===== config.mk =====
export PLATFORM = sky130hd
export DESIGN_NAME = pdsg_mul
export DESIGN_NICKNAME = d
export VERILOG_FILES = /design/src/hdl/pdsg_mul.sv
export SDC_FILE = /design/constraint.sdc
export NUM_CORES = 2
export LEC_CHECK = 0
export BUFFER_PORTS_ARGS = -buffer_cell sky130_fd_sc_hd__buf_4
export CAP_MARGIN = 10
export CORE_ASPECT_RATIO = 1.25
export CORE_MARGIN = 2
export CORE_UTILIZATION = 60
export DETAILED_ROUTE_END_ITERATION = 7
export PLACE_DENSITY = 0.78
export SLEW_MARGIN = 15
export SYNTH_ARGS = -nofsm -noshare
export SYNTH_HDL_FRONTEND = slang
export SYNTH_SLANG_ARGS = --single-unit

===== constraint.sdc =====
create_clock -name clk -period 9.9 [get_ports clk]
set_clock_uncertainty 0.1 [all_clocks]
set_input_delay 1.98 -clock clk [delete_from_list [all_inputs] [get_ports clk]]
set_output_delay 1.98 -clock clk [all_outputs]
set_load 0.02 [all_outputs]

===== src/hdl/pdsg_mul.sv =====
// ----------------------------------------------------------------------------
// pdsg_mul: shared 32x32 unsigned multiplier
// One product per cycle, registered at the output.
// ----------------------------------------------------------------------------
`default_nettype none

module pdsg_mul (
  input  wire logic        clk,
  input  wire logic [31:0] op_a,
  input  wire logic [31:0] op_b,
  output logic      [63:0] prod_r
);

  always_ff @(posedge clk) begin
    prod_r <= 64'(op_a) * 64'(op_b);
  end

endmodule

`default_nettype wire


==> impl_results.md <==
- Status: completed
- Die Wd: between 200 and 250 um
- Worst slew margin: 0.597
- CTS resizes: 0
- Hold Crit Class: in -> reg
- Hold Vio Cnt, Final: 0
- Post-CTS setup buffers: 0
- Global route overflow: 0
- Critical Path AT: roughly 9.5 ns
- Routed wire per std cell: ~21 um
- Boundary Pins: 129
- Synth top area share: 0.517
- Port Buffers: 128
- Sequential area share after synthesis: 0.0369
- Post-synth top flop: dfxtp_1
- Largest net degree at the start of global routing: 33
- Synth warn: 0
- WL final: around 93000 um
- CP Launch Type: primary input
- First-pass GRT wire length: 149000 um
- Placed insts: ~4400
- Initial Util: 0.607
- P&R area growth vs syn: 4.57%
- Post-route non-filler standard cell count: 4444
- Post-DRT Antenna Nets: 0
- RD Place Congestion: between 0.9 and 1
- Setup Viol. Count Final: 0
- Fin Setup TNS: 0 ns
- Chip height: roughly 270 um
- Utilization after layout: 0.635
- Share of layout cells above drive strength 1: 0.0495
- Min cycle time layout: between 9 and 10 ns
- CTS Buffer Depth: 2
- Fin crit share: 0.942
- Post-Syn Instances: 3748
- CP endpoint kind: register
- Drt pass-1 iters: 7
- Top post-synthesis cells by area: fa_1, and2_1, ha_1
- CTS tree: done
- Num CTS Buffers: 9
- Vias in the first global route: 28200
- Min Hold Slack: ~2 ns
- Crit Path Max Fanout: 32
- RSZ-0062 raised after global routing: false
- Netlist cell types: 57
- TritonCTS sink count: 64
- Core Rows: between 90 and 100
- Hold-fix buffers at CTS: 0
- DR iter-0 viols: 1343
- Post-Syn Area: ~35000 sq um
- Slew Limit Fails: 0
- Biggest register: prod_r
- H-Tree Depth: 3
- Clock slew at reported path FFs: roughly 0.060 ns
- Core area: around 57000 sq um
- Slew of the pin with the lowest slew margin: around 0.60 ns
- Post-synth top area cell: fa_1
- GRT Util Overall: 0.329
- Antenna violations before repair: 2
- Post-synth EDFFs: 0
- Critical path type: in -> reg
- Vias per cell: around 5.7
- Clk root buf: clkbuf_16
- # diodes: 0
- FF+latch count, synth: 64
- Largest register FFs: 64
- Fmax achieved: 107 MHz
- Mapped Nets: 4972
- DR vias: 25100
- Dpl hpwl: 76000 um
- Largest registers: prod_r (64)
- Fin nets: between 4000 and 5000
- CP required: between 10 and 15 ns
- Syn Area/Cell: a little over 9 sq um
- FFs w/ async S/R, synth: 0
- Max-Cap Viols: 0
- Die area: about 60000 sq um
- Drt drc: 0
==> placed cells by master, fill, tap and decap left out, types with 3 or more instances in the layout <==
cell type	n
fa_1	896
inv_1	865
and2_1	602
nand2_1	480
ha_1	263
buf_4	150
dfxtp_1	64
a21oi_1	63
a21o_1	40
xnor2_1	35
xor2_1	25
nand4_1	23
o21ai_0	21
nor2_1	20
and3_1	14
a31oi_1	12
o21bai_1	10
nand3_1	10
o21a_1	9
clkbuf_16	9
nor3_1	7
o21ai_1	5
a221o_1	4
a211oi_1	3
a221oi_4	3
a21oi_2	3
o31ai_4	3
or3_1	3
o221ai_1	3
or2_2	3
or4_1	3
and4_1	3
a21boi_1	3
bufinv_16	3
==> through the flow <==
stage / area, sq um / setup WS [ns]
after floorplan: 34700 / 1.07
after global placement: 35900 / 0.418
after detailed placement: 35900 / 0.310
after CTS: 36300 / 0.679
after global routing: 36300 / 0.364
final: 36300 / 0.576
==> routing by layer <==
metal	wire, um	up-vias	track usage
li1	-	10700	-
met1	30200	13100	0.348
met2	48400	965	0.586
met3	4710	399	0.0392
met4	9380	2	0.271
met5	13	-	0
==> cell type report <==
cell class	count	area (sq um)
multi-input combinational	2599	29300
inverter	865	3250
clock inverter	6	115
fill	4771	20900
clock buffer	10	239
tap	750	938
sequential	64	1280
timing repair buffer	150	1130
==> critical path, stage by stage <==
cell and delay, ns:
buf_4 0.34, and2_1 0.21, fa_1 0.45, fa_1 0.54, inv_1 0.06, fa_1 0.47
fa_1 0.55, inv_1 0.05, fa_1 0.59, fa_1 0.44, fa_1 0.55, inv_1 0.07
fa_1 0.48, inv_1 0.04, ha_1 0.41, nand4_1 0.24, or4_1 0.47, or3_1 0.36
a31oi_1 0.47, a31o_2 0.28, a211oi_1 0.11, o21ai_1 0.18, xor2_1 0.15
==> synthesized netlist by cell type (3+ instances only) <==
cell type	instances
and4_1	3
ha_1	263
dfxtp_1	64
buf_2	6
o21a_1	9
xor2_1	25
or4_1	3
xnor2_1	35
a21boi_1	3
or3_1	3
a221oi_4	3
a31oi_1	12
and3_1	14
a211oi_1	3
nand3_1	10
o21ai_1	5
a21o_1	40
o21ai_0	21
o21bai_1	10
o221ai_1	3
nand4_1	23
inv_1	865
fa_1	896
a221o_1	4
nor2_1	20
o31ai_4	3
or2_2	3
and2_1	602
nor3_1	7
a21oi_2	3
a21oi_1	63
nand2_1	480
clkbuf_1	213
==> logic make-up after synthesis <==
kind of cell    after synthesis  share of synthesized area
simple gates               1177                      0.176
xor+xnor                     60                     0.0152
flops                        64                     0.0369
mux                           1                   0.000289
buf+inv                    1085                      0.118
compound gates              202                     0.0415
fa+ha+maj                  1159                      0.612
==> worst paths after layout <==
check                     from                  to  slack (ns)  cells after the start
worst max-delay path  op_b[10]  prod_r[62]$_DFF_P_        0.58                     23
worst min-delay path   op_a[0]   prod_r[0]$_DFF_P_        1.99                      2
Power is left out: the tool's default activity adds up to more than one toggle a clock period on the data nets, which glitch-free logic cannot reach.
