**src/hdl/pdsg_div.sv**
```systemverilog
// ----------------------------------------------------------------------------
// pdsg_div: iterative restoring divider
// 32-bit saturated quotient of two accumulator words, one bit per cycle.
// ----------------------------------------------------------------------------
`default_nettype none

module pdsg_div #(
  parameter int ACC_BITS = 64
) (
  input  wire logic                clk,
  input  wire logic                rst_n,
  input  wire logic                start,
  input  wire logic [ACC_BITS-1:0] num,
  input  wire logic [ACC_BITS-1:0] den,
  output logic                     done_r,
  output logic [31:0]              quo_r
);

  logic [ACC_BITS-1:0] rem_r;
  logic [ACC_BITS-1:0] den_r;
  logic [31:0]         low_r;
  logic [4:0]          cnt_r;
  logic                busy_r;
  logic [ACC_BITS-1:0] hi;
  logic [ACC_BITS:0]   rem2;
  logic                ge;

  assign hi   = num >> 32;
  assign rem2 = {rem_r, low_r[31]};
  assign ge   = rem2 >= {1'b0, den_r};

  always_ff @(posedge clk) begin
    if (!rst_n) begin
      busy_r <= 1'b0;
      done_r <= 1'b0;
    end else begin
      done_r <= 1'b0;
      if (start) begin
        den_r <= den;
        if (hi >= den) begin
          // quotient does not fit: saturate
          quo_r  <= '1;
          done_r <= 1'b1;
        end else begin
          rem_r  <= hi;
          low_r  <= num[31:0];
          quo_r  <= '0;
          cnt_r  <= '0;
          busy_r <= 1'b1;
        end
      end else if (busy_r) begin
        rem_r <= ge ? ACC_BITS'(rem2 - {1'b0, den_r}) : rem2[ACC_BITS-1:0];
        quo_r <= {quo_r[30:0], ge};
        low_r <= low_r << 1;
        cnt_r <= cnt_r + 5'd1;
        if (cnt_r == 5'd31) begin
          busy_r <= 1'b0;
          done_r <= 1'b1;
        end
      end
    end
  end

endmodule

`default_nettype wire

```
**config.mk**
```make
export PLATFORM = sky130hd
export DESIGN_NAME = pdsg_div
export DESIGN_NICKNAME = d
export VERILOG_FILES = /design/src/hdl/pdsg_div.sv
export SDC_FILE = /design/constraint.sdc
export NUM_CORES = 1
export LEC_CHECK = 0
export BUFFER_PORTS_ARGS = -buffer_cell sky130_fd_sc_hd__buf_2
export CORE_ASPECT_RATIO = 0.5
export CORE_MARGIN = 5
export CORE_UTILIZATION = 31
export DETAILED_ROUTE_END_ITERATION = 6
export GPL_ROUTABILITY_DRIVEN = 0
export PLACE_DENSITY = 0.49
export SETUP_SLACK_MARGIN = 0.4
export SYNTH_ARGS = -nofsm -noshare
export SYNTH_HDL_FRONTEND = slang
export SYNTH_SLANG_ARGS = --single-unit
```
**constraint.sdc**
```tcl
create_clock -name clk -period 9.5 [get_ports clk]
set_clock_uncertainty 0.15 [all_clocks]
set_input_delay 0.475 -clock clk [delete_from_list [all_inputs] [get_ports clk]]
set_output_delay 0.475 -clock clk [all_outputs]
set_load 0.05 [all_outputs]
```
==> impl_metrics.json, run 1 <==
{
  "hp-start": "den[51]",
  "vias_per_cell": 5.14,
  "ys_types": 72,
  "grt_setup_unrepaired": "false",
  "yosys_warnings": 0,
  "syn_area_um2": 13000,
  "synthCells": 1336,
  "wl_per_cell_um": 17.5,
  "dp_hpwl_um": 26600,
  "drc": 0,
  "drive_gt1_frac": 0.170,
  "synth-edff-count": 197,
  "core_um2": 41700,
  "cts_tree": "done",
  "final_cells": 2025,
  "synthArstFlopShare": 0,
  "r2r_slack_ns": 5.10,
  "path_cells": "buf_2 -> inv_1 -> ha_1 -> nand2b_1 -> a21o_1 -> a21o_1 -> a21o_1 -> a21o_1 -> a211oi_1 -> o211ai_1 -> a221o_1 -> nand3_1 -> and2_4 -> buf_4",
  "power.total_mw": 2.67,
  "wl_um": 35400,
  "timing.final.crit_share": 0.515,
  "pre_cts_ws_ns": 4.06,
  "h-tree-depth": 4,
  "path_max_fanout": 57,
  "antenna_found_initial": 0,
  "fin_crit_ns": 4.90,
  "yosysSeqAreaShare": 0.459,
  "slew_headroom": 0.221,
  "avgSynthCellArea_um2": 9.72,
  "fin_util": 0.358,
  "finalHoldViolCount": 0,
  "initial_core_util": 0.311,
  "synth_area_leaders": "edfxtp_1 46%, ha_1 9.4%, a21oi_1 5.2%, inv_1 4.6%, o21ai_0 4.0%",
  "drtIter0Drc": 750,
  "fmax_ghz": 0.204,
  "grt_pass1_wl_um": 57200,
  "crit_type": "input pin to flip-flop",
  "worst_ir_drop_vdd_uv": 99.1,
  "slowest_stage": "nand3_1",
  "die_area_um2": 46300,
  "syn_to_final_growth_pct": 15.0,
  "nets": 1692,
  "required_ns": 9.43,
  "die_x_um": 299,
  "p_per_area_nw_per_um2": 179,
  "cts-root-buf": "clkbuf_16",
  "critPathCaptureType": "flip-flop",
  "fin_setup_tns_ns": 0,
  "worstMarginPinSlew_ns": 1.16,
  "cts_resized": 0,
  "fp-row-count": 53,
  "clk_latency_ns": 0.46,
  "cpPeakStageDelay_ns": 0.76,
  "outcome": "finished clean",
  "grt_pass1_vias": 10700,
  "critPathMostFrequentCell": "a21o_1",
  "synth_area_leader_cell": "edfxtp_1",
  "ys.flop_type": "edfxtp_1",
  "maxCapViolations": 0,
  "report.final.slew_viol_count": 0,
  "antenna_cells": 0,
  "p_leak_nw": 6.25,
  "cts_made_buffers": 17,
  "die-height_um": 155,
  "holdBufCountCts": 0,
  "hp-class": "input pin to flip-flop",
  "antenna_left": 0,
  "r2r-start": "rem_r[47]",
  "critical_path_arrival_ns": 4.82,
  "postCtsSetupBuffers": 0,
  "grt_usage": 0.152,
  "dp_cells": 1993,
  "worst_setup_path_start_kind": "input pin",
  "finalSetupViolations": 0,
  "yosys_register_bits": 199,
  "crit_start": "num[32]",
  "setup_slack_ns": 4.60,
  "port_buffers": 163,
  "fillers": 4285,
  "grt_max_degree": 74,
  "grt_overflow": 0,
  "path_clk_slew_ns": 0.09,
  "ioPinCount": 164,
  "synth_top_cell_area_share": 0.456,
  "syn-num-nets": 1566,
  "via_count": 10400,
  "drtPass1Iterations": 4,
  "cts_sinks": 199,
  "clk_path_buf_depth": 2
}
routing by layer:
layer | global-route usage | vias up | wire, µm
met5 | 0 | - | 0
met4 | 0.0426 | 0 | 786
met3 | 0.0296 | 38 | 1550
met2 | 0.257 | 224 | 17100
met1 | 0.200 | 5050 | 16000
li1 | - | 5102 | -
layout make-up:
type | count | area [µm²] | share of cell area
clock buffer | 17 | 425 | 0.0285
multi-input combinational | 916 | 6190 | 0.415
timing repair buffer | 169 | 863 | 0.0578
tap | 550 | 688 | 0.0461
clock inverter | 15 | 203 | 0.0136
sequential | 199 | 5960 | 0.399
inverter | 159 | 597 | 0.0400
stage by stage:
stage / cell area [µm²] / hold WS (ns)
final: 14900 / 0.0492
after global routing: 14900 / 0.0249
after global placement: 14300 / 0.319
after detailed placement: 14300 / 0.326
after CTS: 14900 / 0.0216
after floorplan: 13000 / 0.302
layout by cell type (no fill, tap or decap), types with 20 or more instances in the layout:
cell type / instances
nand4_1: 38
mux2_2: 31
a21o_1: 36
nor2_1: 92
inv_1: 158
ha_1: 98
a21oi_1: 134
buf_2: 162
nand2_1: 102
xor2_1: 20
xnor2_1: 34
o21ai_0: 103
edfxtp_1: 197
registers in the layout, indices dropped and copies added (netlist names):
signal  cells
den_r      64
rem_r      64
low_r      32
quo_r      32
cnt_r       5
busy_r      1
done_r      1
worst max-delay path: cells and delay by family:
family	cells	cell delay [ns]
buffers and inverters	3	0.84
AO/OA/AOI/OAI	7	1.51
adder cells (fa/ha/maj)	1	0.27
AND/OR/NAND/NOR	3	1.63
path summary, 6_finish.rpt:
path                                  end  depth (start not counted)
worst max-delay path             rem_r[7]                         14
worst min-delay path            den_r[51]                          1
worst min register to register     busy_r                          2
worst max register to register  rem_r[59]                         11
synth_stat cells (all sizes together), types with 31 or more instances:
cell type and count:
a21oi 135, mux2 31, inv 159, nor2 92, xnor2 34, ha 98
nand2 102, edfxtp 197, a21o 36, clkbuf 46, nand4 38, o21ai 107
kinds of logic after synthesis:
| logic type | count (synthesis) | share of synthesized area |
|---|---|---|
| AOI/OAI and AO/OA | 391 | 0.187 |
| and+or+nand+nor | 333 | 0.123 |
| buffers and inverters | 221 | 0.0651 |
| DFF | 199 | 0.459 |
| adders and majority gates | 99 | 0.0960 |
| xor gates and xnor gates | 54 | 0.0364 |
| muxes | 39 | 0.0331 |
where the power goes:
part	switching, mW	internal (mW)
combinational	0.502	0.297
sequential	0.0304	1.06
clock	0.401	0.383
No activity file was read; power rests on OpenSTA's default activity.
==> inputs of run 2 (changes only) <==
--- a/config.mk
+++ b/config.mk
@@ -11,7 +11,7 @@
 export CORE_UTILIZATION = 31
 export DETAILED_ROUTE_END_ITERATION = 6
 export GPL_ROUTABILITY_DRIVEN = 0
-export PLACE_DENSITY = 0.49
+export PLACE_DENSITY = 0.51
 export SETUP_SLACK_MARGIN = 0.4
 export SYNTH_ARGS = -nofsm -noshare
 export SYNTH_HDL_FRONTEND = slang
==> constraint.sdc (replaced) <==
create_clock -name clk -period 4.07 [get_ports clk]
set_clock_uncertainty 0.15 [all_clocks]
set_input_delay 0.2035 -clock clk [delete_from_list [all_inputs] [get_ports clk]]
set_output_delay 0.2035 -clock clk [all_outputs]
set_load 0.05 [all_outputs]
==> impl_metrics.json, run 2 (synthesized netlist as in run 1, its figures left out) <==
{
  "outcome": "finished clean",
  "placedInstanceArea_um2": 14500,
  "h-tree-depth": 4,
  "report.final.slew_viol_count": 0,
  "grt_pass1_wl_um": 58100,
  "port_buffers": 163,
  "finalSetupViolations": 0,
  "dp_hpwl_um": 26400,
  "ioPinCount": 164,
  "antenna_left": 0,
  "die_x_um": 299,
  "wl_per_cell_um": 17.0,
  "swShare": 0.353,
  "clk_latency_ns": 0.47,
  "top_regs": "den_r: 64 flops, rem_r: 64 flops",
  "p_leak_nw": 6.98,
  "dp_cells": 2012,
  "antenna_found_initial": 0,
  "path_max_fanout": 7,
  "grt_max_degree": 75,
  "intPower_mw": 4.23,
  "fin_crit_ns": 3.57,
  "required_ns": 4.22,
  "final_cells": 2187,
  "grt_overflow": 0,
  "finalHoldViolCount": 0,
  "drc": 0,
  "slowest_stage": "o41ai_1",
  "path_cells": "ha_1 -> nand4_1 -> or3_1 -> a211o_1 -> nor3_4 -> nor2_1 -> o41ai_1 -> xnor2_1 -> nand2_1 -> a21oi_1",
  "vias_per_cell": 5.01,
  "p_per_area_nw_per_um2": 387,
  "clk_path_buf_depth": 2,
  "crit_family": "compound AO/OA/AOI/OAI gates",
  "cts_made_buffers": 17,
  "fin_area_um2": 16900,
  "via_count": 11000,
  "worst_setup_path_start_kind": "flip-flop",
  "critPathCaptureType": "flip-flop",
  "combPwrFrac": 0.331,
  "grt_usage": 0.155,
  "fmax_ghz": 0.280,
  "cts-root-buf": "clkbuf_16",
  "worstRegToRegCells": 10,
  "crit_type": "flip-flop to flip-flop",
  "worst_ir_drop_vdd_uv": 220,
  "drive_gt1_frac": 0.202,
  "cp_num_cells": 10,
  "cpPeakStageDelay_ns": 0.64,
  "hp-class": "input pin to flip-flop",
  "initial_core_util": 0.311,
  "fillers": 4115,
  "power.share.clock": 0.279,
  "path_clk_slew_ns": 0.09,
  "core_um2": 41700,
  "cts_sinks": 199,
  "fin_setup_tns_ns": 0,
  "timing.final.crit_share": 0.876,
  "critical_path_arrival_ns": 3.72,
  "antenna_cells": 0,
  "p_sw_mw": 2.31,
  "syn_to_final_growth_pct": 30.3,
  "drtIter0Drc": 668,
  "grt_setup_unrepaired": "false",
  "final_common_cell": "edfxtp_1",
  "die_area_um2": 46300,
  "cts_tree": "done",
  "grt_pass1_vias": 11000,
  "power_frac_seq": 0.390,
  "layout_common_cells": "197 x edfxtp_1, 162 x buf_2, 158 x inv_1",
  "nets": 1854,
  "drtPass1Iterations": 5,
  "fp-row-count": 53,
  "min_path_cells": 2,
  "wl_um": 37100,
  "crit_buf_inv": 0,
  "worstMarginPinSlew_ns": 0.765,
  "r2r_slack_ns": 0.50,
  "slew_headroom": 0.490,
  "die-height_um": 155,
  "maxCapViolations": 0
}
[run 2: cell types whose count changed in the layout (fill, tap and decap cells not counted), moves of 3 or more]
cell / before / now
o21ai_0: 103 / 97
inv_6: 1 / 4
ha_4: 0 / 15
ha_2: 0 / 12
o21ai_1: 2 / 7
buf_4: 7 / 33
buf_12: 0 / 3
dlygate4sd3_1: 0 / 130
inv_12: 0 / 3
ha_1: 98 / 71
[run 2: metal layers]
layer | up-vias | GRT usage | share of wire
met4 | 0 | 0.0360 | 0.016
met5 | - | 0 | 0
li1 | 5423 | - | -
met3 | 34 | 0.0261 | 0.034
met1 | 5336 | 0.203 | 0.46
met2 | 162 | 0.268 | 0.49
[run 2: area by class of cell]
class / count / area [µm²] / share of cell area
Multi-Input combinational cell: 917 / 6580 / 0.389
Sequential cell: 199 / 5960 / 0.352
Timing Repair Buffer: 330 / 2470 / 0.146
Tap cell: 550 / 688 / 0.0407
Inverter: 159 / 599 / 0.0354
Clock buffer: 17 / 425 / 0.0252
Clock inverter: 15 / 188 / 0.0111
[run 2: through the flow]
step | util | power, mW | hold slack (ns) | setup slack, ns
floorplan | - | 3.94 | 0.152 | 0.606
global placement | 0.347 | 4.50 | 0.244 | 0.197
detailed placement | 0.347 | 4.49 | 0.246 | 0.135
CTS | 0.395 | 6.45 | 0.277 | 0.418
global route | 0.405 | 6.92 | 0.287 | 0.393
finish | 0.405 | 6.54 | 0.299 | 0.505
[run 2: worst reg2reg max path: cells and delay by family, from the launching register on]
kind            cells  cell delay (ns)
xor+xnor            1             0.20
compound gates      3             1.15
flops               1             0.40
simple gates        5             1.09
fa+ha+maj           1             0.43
[run 2: final timing paths]
kind	from	endpoint
hold / removal	den[61]	den_r[61]
setup reg to reg	rem_r[35]	rem_r[57]
hold reg to reg	busy_r	busy_r
setup / recovery	rem_r[35]	rem_r[57]
[run 2: what timing repair did]
item	in CTS	in global routing
hold buffers	130	0
endpoints found under the hold margin	130	0
pin swaps	2	11
buffers inserted	2	9
gates cloned	0	2
setup endpoints to repair	19	154
resized for setup	12	67
[run 2: power groups by stage]
stage / sequential, mW / combinational [mW] / clock (mW)
floorplan: 2.63 / 1.31 / 0
detailed placement: 2.59 / 1.91 / 0
finish: 2.55 / 2.17 / 1.82
global route: 2.57 / 2.40 / 1.95
CTS: 2.54 / 2.03 / 1.88
global placement: 2.59 / 1.91 / 0
