`src/hdl/pdsg_isqrt.sv`:
```
// ----------------------------------------------------------------------------
// pdsg_isqrt: iterative integer square root
// floor(sqrt(n)) of a 64-bit value, one result bit per cycle.
// ----------------------------------------------------------------------------
`default_nettype none

module pdsg_isqrt (
  input  wire logic        clk,
  input  wire logic        rst_n,
  input  wire logic        start,
  input  wire logic [63:0] radicand,
  output logic             done_r,
  output logic      [31:0] root
);

  logic [63:0] n_r;
  logic [63:0] res_r;
  logic [63:0] bit_r;
  logic [4:0]  cnt_r;
  logic        busy_r;
  logic [63:0] trial;

  assign trial = res_r + bit_r;
  assign root  = res_r[31:0];

  always_ff @(posedge clk) begin
    if (!rst_n) begin
      busy_r <= 1'b0;
      done_r <= 1'b0;
    end else begin
      done_r <= 1'b0;
      if (start) begin
        n_r    <= radicand;
        res_r  <= '0;
        bit_r  <= 64'd1 << 62;
        cnt_r  <= '0;
        busy_r <= 1'b1;
      end else if (busy_r) begin
        if (n_r >= trial) begin
          n_r   <= n_r - trial;
          res_r <= (res_r >> 1) + bit_r;
        end else begin
          res_r <= res_r >> 1;
        end
        bit_r <= bit_r >> 2;
        cnt_r <= cnt_r + 5'd1;
        if (cnt_r == 5'd31) begin
          busy_r <= 1'b0;
          done_r <= 1'b1;
        end
      end
    end
  end

endmodule

`default_nettype wire

```
`config.mk`:
```
export PLATFORM = sky130hd
export DESIGN_NAME = pdsg_isqrt
export DESIGN_NICKNAME = d
export VERILOG_FILES = /design/src/hdl/pdsg_isqrt.sv
export SDC_FILE = /design/constraint.sdc
export NUM_CORES = 1
export LEC_CHECK = 0
export ABC_AREA = 1
export BUFFER_PORTS_ARGS = -buffer_cell sky130_fd_sc_hd__buf_2
export CAP_MARGIN = 10
export CORE_ASPECT_RATIO = 1.1
export CORE_UTILIZATION = 58
export CTS_CLUSTER_SIZE = 10
export DETAILED_ROUTE_END_ITERATION = 8
export PLACE_DENSITY = 0.79
export SLEW_MARGIN = 20
export SYNTH_ARGS = -nofsm -noshare
export SYNTH_HDL_FRONTEND = slang
export SYNTH_SLANG_ARGS = --single-unit
```
`constraint.sdc`:
```
create_clock -name clk -period 7.61 [get_ports clk]
set_clock_uncertainty 0.15 [all_clocks]
set_input_delay 0.3805 -clock clk [delete_from_list [all_inputs] [get_ports clk]]
set_output_delay 0.3805 -clock clk [all_outputs]
set_load 0.05 [all_outputs]
```
==> run_results.csv, run 1 <==
group,metric,value,unit
synth,synth_top_family_by_area,"simple AND/OR/NAND/NOR gates",
critical_path,crit_end,"n_r[12]",
clock_tree,cts_buffers,17,
sta,max_freq,169,MHz
synth,syn_nets,3715,
final_layout,fill_cells,3409,
route,final_antenna_net_count,0,
sta,setup_tns,0,ns
clock_tree,insertion_delay,0.49,ns
global_route,overflow,0,
sta,report.final.setup_viol,0,
synth,synth.most_common_cell,"nand2_1",
die,coreArea,34500,um2
clock_tree,numClockSinks,167,
synth,synth.area.top_cells,"nand2_1 27%, edfxtp_1 24%, inv_1 11%",
clock_tree,postCtsSetupBuffers,0,
sta,hold_viol,0,
power_and_ir_drop,p_leak,11.5,nW
synth,yosysTopAreaCell,"nand2_1",
global_route,antenna_found_initial,0,
critical_path,ff2ff_path_depth,20,
clock_tree,cts-root-buf,"clkbuf_16",
synth,yosys_warnings,0,
route,drt-wirelength-per-cell,18.1,um
clock_tree,cts_tree,"yes",
synth,syn_area,20500,um2
clock_tree,hold_buffers,0,
sta,maxSlewViolCount,0,
critical_path,r2r-end,"n_r[12]",
synth,synth_common_cells,"1448 x nand2_1, 575 x inv_1, 348 x nor2_1",
status,failed_checks,"design-rule violations",
die,start_util,59.5,%
die,ioPinCount,100,
synth,synth-compound-area-share,8.00,%
die,die_w,181,um
synth,synth-seq-cells,167,
die,rows,71,
die,die_h,199,um
critical_path,arrival,5.93,ns
route,drtIter0Drc,2431,
synth,yosysSeqAreaShare,24.4,%
synth,synth_fa_ha_area_share,8.16,%
clock_tree,h-tree-depth,4,
synth,syn_area_per_cell,5.83,um2
placed_design,hpwl,59100,um
sta,worst_pin_slew,0.893,ns
synth,yosysTopAreaCellShare,26.5,%
sta,period_minus_slack,5.90,ns
status,status,"finished, violations left",
synth,synth_xor_area_share,4.27,%
synth,synth-edff-count,165,
route,drc,1,
synth,ys_types,42,
synth,async_flop_share,0,%
route,drt-total-wl,72500,um
route,via_count,22600,
critical_path,crit_type,"reg2reg",
route,dr.pass1.iters,9,
synth,synth_mux_area_share,0,%
final_layout,insertedDiodeCount,0,
final_layout,area_delta_synth_final,6.04,%
synth,synth-simple-area-share,42.3,%
critical_path,critPathMaxFanout,37,
clock_tree,cts_resized,0,
die,die_area,36100,um2
critical_path,reg2reg_from,"res_r[10]",
power_and_ir_drop,powerDensity,226,nW/um2
critical_path,cp-end-kind,"register",
critical_path,cp.required,7.64,ns
sta,slew_headroom,40.4,%
critical_path,worstSetupStartpointType,"register",
global_route,grt_pass1_vias,21300,
final_layout,drive_above_1_share,4.39,%
sta,whs,0.0190,ns
global_route,grt_max_degree,87,
clock_tree,clkTransAtPathRegs,0.08,ns
worst_hold_path,hp-class,"in2reg",
sta,finalCritPeriodShare,77.5,%
placed_design,gp_congestion,1.03,
critical_path,cp-startpoint,"res_r[10]",
global_route,grtUsageTotal,40.4,%
power_and_ir_drop,peakVddDrop,190,uV
route,viasPerCell,5.63,
final_layout,final_nets,3763,
job,drv_cap,0,
placed_design,io_buffers,99,
synth,ys.flop_type,"edfxtp_1",
clock_tree,clockBufferDepth,2,
critical_path,r2r_setup_slack,1.71,ns
sta,rsz0062_at_grt,"no",
global_route,grt_pass1_wl,111000,um
synth,syn_inst,3515,
[report_power, final]
part,internal (W),switching [W]
Clock,0.000493,0.000434
Sequential,0.00119,0.000149
Combinational,0.000834,0.00181
Total,0.00251,0.00239
[through the flow]
| stage | area [um2] | worst slack [ns] | std cells | power, W | utilization (%) |
|---|---|---|---|---|---|
| after floorplan | 20500 | 0.0474 | 3515 | 0.00323 | - |
| after global placement | 21100 | 2.06 | 3982 | 0.00383 | 61.3 |
| after detailed placement | 21100 | 1.96 | 3982 | 0.00389 | 61.3 |
| after CTS | 21700 | 1.93 | 4014 | 0.00481 | 63.1 |
| after global routing | 21700 | 1.38 | 4014 | 0.00522 | 63.1 |
| final | 21700 | 1.71 | 4014 | 0.00490 | 63.1 |
[logic make-up (layout without fill, tap and decap cells)]
kind of cell | count (synthesis) | in the layout
adders and majority gates | 133 | 133
AOI/OAI and AO/OA | 309 | 309
and+or+nand+nor | 2149 | 2149
DFF | 167 | 167
buffers and inverters | 657 | 718
xor gates and xnor gates | 100 | 100
[placed cells by master, fill, tap and decap left out, types with 3 or more instances in the layout]
master,instances
a21o_1,3
o21ai_0,132
buf_2,98
o21a_1,7
nand3_1,214
nor3_1,42
nand2b_1,3
ha_1,132
inv_1,574
a21oi_1,139
xor2_1,43
edfxtp_1,165
nor4_1,10
nor2_1,347
nand2_1,1448
xnor2_1,57
or2_2,10
inv_6,5
nand4_1,27
o21bai_1,16
clkbuf_16,17
nand3b_1,29
o21ai_1,3
and2_1,12
inv_2,4
buf_4,9
[state kept, by name, summed over array words and instances, names as in the netlist]
| register | cells |
|---|---|
| cnt_r | 5 |
| res_r | 64 |
| n_r | 64 |
| done_r | 1 |
| busy_r | 1 |
| bit_r | 32 |
[critical path: stages, from the launching register on]
cell	delay (ns)
edfxtp_1	0.56
ha_1	0.42
nand2_1	0.12
o21ai_1	0.28
nand2_1	0.12
o21ai_0	0.14
nor2_1	0.11
o21ai_0	0.70
xnor2_1	0.18
ha_1	0.40
nand2_1	0.10
nor2_1	0.21
nand2_1	0.11
nor2_1	0.14
nand4_1	0.12
nand3_1	0.21
nand2_1	0.13
nand2_1	0.16
o21ai_0	0.12
inv_2	0.69
buf_4	0.37
[how the worst min path moves through the flow]
stage / start / endpoint / slack, ns / cells after the start
after floorplan: busy_r / done_r / 0.26 / 2
after global placement: busy_r / done_r / 0.28 / 2
after detailed placement: busy_r / done_r / 0.30 / 2
after CTS: radicand[8] / n_r[8] / 0.02 / 3
after global routing: radicand[8] / n_r[8] / 0.04 / 3
final: radicand[8] / n_r[8] / 0.02 / 3
[metal layers]
metal,up-vias,GRT usage [%],part of all wire (%)
li1,11100,-,-
met1,10100,48.2,39
met2,1137,69.7,47
met3,236,4.54,7.8
met4,0,25.7,6.2
met5,-,0,0
[cell type report]
type                       instances  area [um2]  share of cell area [%]
clock buffer                      18         429                    1.97
multi-input combinational       2691       12900                    59.2
inverter                         579        2170                    10.0
timing repair buffer             107         558                    2.57
tap                              438         548                    2.52
sequential                       167        4990                    23.0
clock inverter                    14         164                   0.754
Power figures use the tool's default switching activity.
==> run 2, diff against run 1 <==
--- a/config.mk
+++ b/config.mk
@@ -5,11 +5,11 @@
 export SDC_FILE = /design/constraint.sdc
 export NUM_CORES = 1
 export LEC_CHECK = 0
-export ABC_AREA = 1
+export ABC_AREA = 0
 export BUFFER_PORTS_ARGS = -buffer_cell sky130_fd_sc_hd__buf_2
 export CAP_MARGIN = 10
 export CORE_ASPECT_RATIO = 1.1
-export CORE_UTILIZATION = 58
+export CORE_UTILIZATION = 57
 export CTS_CLUSTER_SIZE = 10
 export DETAILED_ROUTE_END_ITERATION = 8
 export PLACE_DENSITY = 0.79
==> constraint.sdc (replaced) <==
create_clock -name clk -period 5.4 [get_ports clk]
set_clock_uncertainty 0.15 [all_clocks]
set_input_delay 0.27 -clock clk [delete_from_list [all_inputs] [get_ports clk]]
set_output_delay 0.27 -clock clk [all_outputs]
set_load 0.05 [all_outputs]
==> run_results.csv, run 2 <==
group,metric,value,unit
synth,synth_common_cells,"213 x nand2_1, 176 x nor2_1, 165 x edfxtp_1",
placed_design,dpl_worst_slack,-0.0226,ns
sta,slew_headroom,31.0,%
critical_path,cpLargestDelayFamily,"compound AO/OA/AOI/OAI gates",
synth,yosysTopAreaCellShare,31.4,%
critical_path,cp.required,5.42,ns
synth,yosysSeqAreaShare,31.6,%
critical_path,r2r-end,"res_r[46]",
route,drt-wirelength-per-cell,19.8,um
clock_tree,cts_tree,"yes",
clock_tree,clockBufferDepth,2,
final_layout,layout_commonest_cell,"nand2_1",
job,drv_cap,0,
critical_path,worstSetupStartpointType,"register",
synth,synth-edff-count,165,
placed_design,gp_congestion,0.995,
route,dr.pass1.iters,5,
placed_design,place_area,16900,um2
route,drt-total-wl,47000,um
power_and_ir_drop,p_leak,6.95,nW
critical_path,cpMaxStageDelayCell,"edfxtp_1",
critical_path,reg2reg_from,"bit_r[4]",
global_route,grt_pass1_vias,14000,
sta,period_minus_slack,5.26,ns
critical_path,r2r_setup_slack,0.14,ns
synth,yosysTopAreaCell,"edfxtp_1",
die,die_w,161,um
sta,setup_tns,0,ns
critical_path,cp_num_buf_inv,3,
global_route,antenna_found_initial,0,
worst_hold_path,hold_path_depth,2,
synth,syn_nets,2073,
synth,yosys_warnings,0,
critical_path,max_stage_delay,0.45,ns
final_layout,area_delta_synth_final,15.8,%
final_layout,mostFrequentLayoutCells,"213 x nand2_1, 172 x nor2_1, 165 x edfxtp_1",
worst_hold_path,min-delay-start,"radicand[51]",
critical_path,critPathMaxFanout,12,
clock_tree,insertion_delay,0.45,ns
die,rows,63,
route,viasPerCell,6.46,
sta,worst_slack,0.139,ns
clock_tree,cts_buffers,17,
route,final_antenna_net_count,0,
die,start_util,58.2,%
route,via_count,15300,
synth,syn_inst,1873,
critical_path,path_cells,"ha_4, a21o_1, a311oi_4, o31ai_2, and3_1, a31o_2, a21oi_4, o31ai_4, a31oi_1, xor2_1, ha_1, a21o_1, a31oi_2, o21ai_1, a221o_1, o31ai_2, buf_4, nand3_4, buf_4, clkbuf_16, nor2_1, a211oi_1",
sta,report.final.setup_viol,0,
sta,maxSlewViolCount,0,
global_route,grt_pass1_wl,73500,um
final_layout,drive_above_1_share,14.1,%
clock_tree,h-tree-depth,4,
sta,whs,-0.00154,ns
global_route,grtUsageTotal,32.4,%
critical_path,ff2ff_path_depth,22,
synth,synth.most_common_cell,"nand2_1",
die,die_area,28400,um2
final_layout,design_area,18300,um2
route,drtIter0Drc,1697,
critical_path,crit_type,"reg2reg",
worst_hold_path,whs_endpoint,"n_r[51]",
final_layout,largest_registers,"n_r (64), res_r (64), bit_r (32)",
synth,synth-seq-cells,167,
status,status,"finished, violations left",
critical_path,cp-end-kind,"register",
die,die_h,177,um
synth,syn_area_per_cell,8.43,um2
sta,worst_pin_slew,1.02,ns
critical_path,arrival,5.28,ns
clock_tree,clkTransAtPathRegs,0.08,ns
critical_path,cp-startpoint,"bit_r[4]",
final_layout,postLayoutCoreUtil,67.4,%
route,drc,0,
clock_tree,cts-root-buf,"clkbuf_16",
synth,synth.area.top_cells,"edfxtp_1 31%, ha_1 10%, nand2_1 5.1%",
worst_hold_path,hp-class,"in2reg",
global_route,grt_max_degree,90,
synth,ys_types,78,
power_and_ir_drop,peakVddDrop,195,uV
sta,max_freq,190,MHz
sta,finalCritPeriodShare,97.4,%
synth,ys.flop_type,"edfxtp_1",
placed_design,hpwl,34200,um
synth,async_flop_share,0,%
die,ioPinCount,100,
final_layout,final_nets,2204,
power_and_ir_drop,powerDensity,356,nW/um2
clock_tree,numClockSinks,167,
placed_design,io_buffers,99,
synth,syn_area,15800,um2
sta,hold_viol,1,
global_route,overflow,0,
status,failed_checks,"negative hold slack",
die,coreArea,27100,um2
[run 2: cell types whose count changed after synthesis, moves of 53 or more]
cell / change
nand3_1: -171
nor2b_1: +53
a31oi_1: +63
inv_1: -541
nor2_1: -172
nand2_1: -1235
[run 2: repair_timing]
item	in CTS	in global routing
hold buffers	49	0
endpoints found under the setup margin	3	142
buffers inserted	0	9
resized for setup	2	42
pin swaps	0	13
hold endpoints to repair	49	0
gates cloned	0	2
[run 2: worst max-delay path by stage]
stage	endpoint	slack, ns	depth (start not counted)
6_report	res_r[46]	0.14	22
5_1_grt	n_r[63]	-0.09	22
4_1_cts	res_r[25]	-0.01	22
3_5_place_dp	n_r[63]	-0.02	22
3_3_place_gp	res_r[35]	0.15	22
2_1_floorplan	n_r[0]	-0.14	21
[run 2: kinds of logic after synthesis]
kind of cell / synth area share, %
flip-flops: 31.6
AND/OR/NAND/NOR: 19.9
XOR/XNOR: 9.32
multiplexers: 0.341
AO/OA/AOI/OAI: 23.9
buffers and inverters: 4.33
adder cells (fa/ha/maj): 10.6
[run 2: power breakdown]
| part | total [W] | internal, W | switching, W |
|---|---|---|---|
| Clock | 0.00121 | 0.000602 | 0.000603 |
| Sequential | 0.00182 | 0.00167 | 0.000152 |
| Combinational | 0.00348 | 0.00138 | 0.00209 |
[run 2: cell type report]
class	instances	area, um2
diodes	1	2.50
clock buffers	18	429
clock inverters	14	115
fillers	2206	8840
inverters	35	134
multi-input cells	1559	10500
flip-flops and latches	167	4990
well taps	357	447
repair buffers	224	1650
[run 2: layer usage]
metal	global-route usage, %	vias up	routed length, um
li1	-	7219	-
met1	46.4	7256	21000
met2	50.2	768	20800
met3	5.54	91	4180
met4	9.40	0	1010
met5	0	-	0
[run 2: per-stage QoR]
stage | total power (W) | std cells
2_1_floorplan | 0.00423 | 1873
3_3_place_gp | 0.00497 | 2282
3_5_place_dp | 0.00504 | 2282
4_1_cts | 0.00628 | 2363
5_1_grt | 0.00686 | 2374
6_report | 0.00650 | 2375
[run 2: worst register-to-register path: cells and delay by family, from the launching register on]
kind                     cells  cell delay [ns]
AO/OA/AOI/OAI               13             2.58
adder cells (fa/ha/maj)      2             0.57
buffers and inverters        3             0.55
AND/OR/NAND/NOR              3             0.51
flip-flops                   1             0.45
XOR/XNOR                     1             0.17
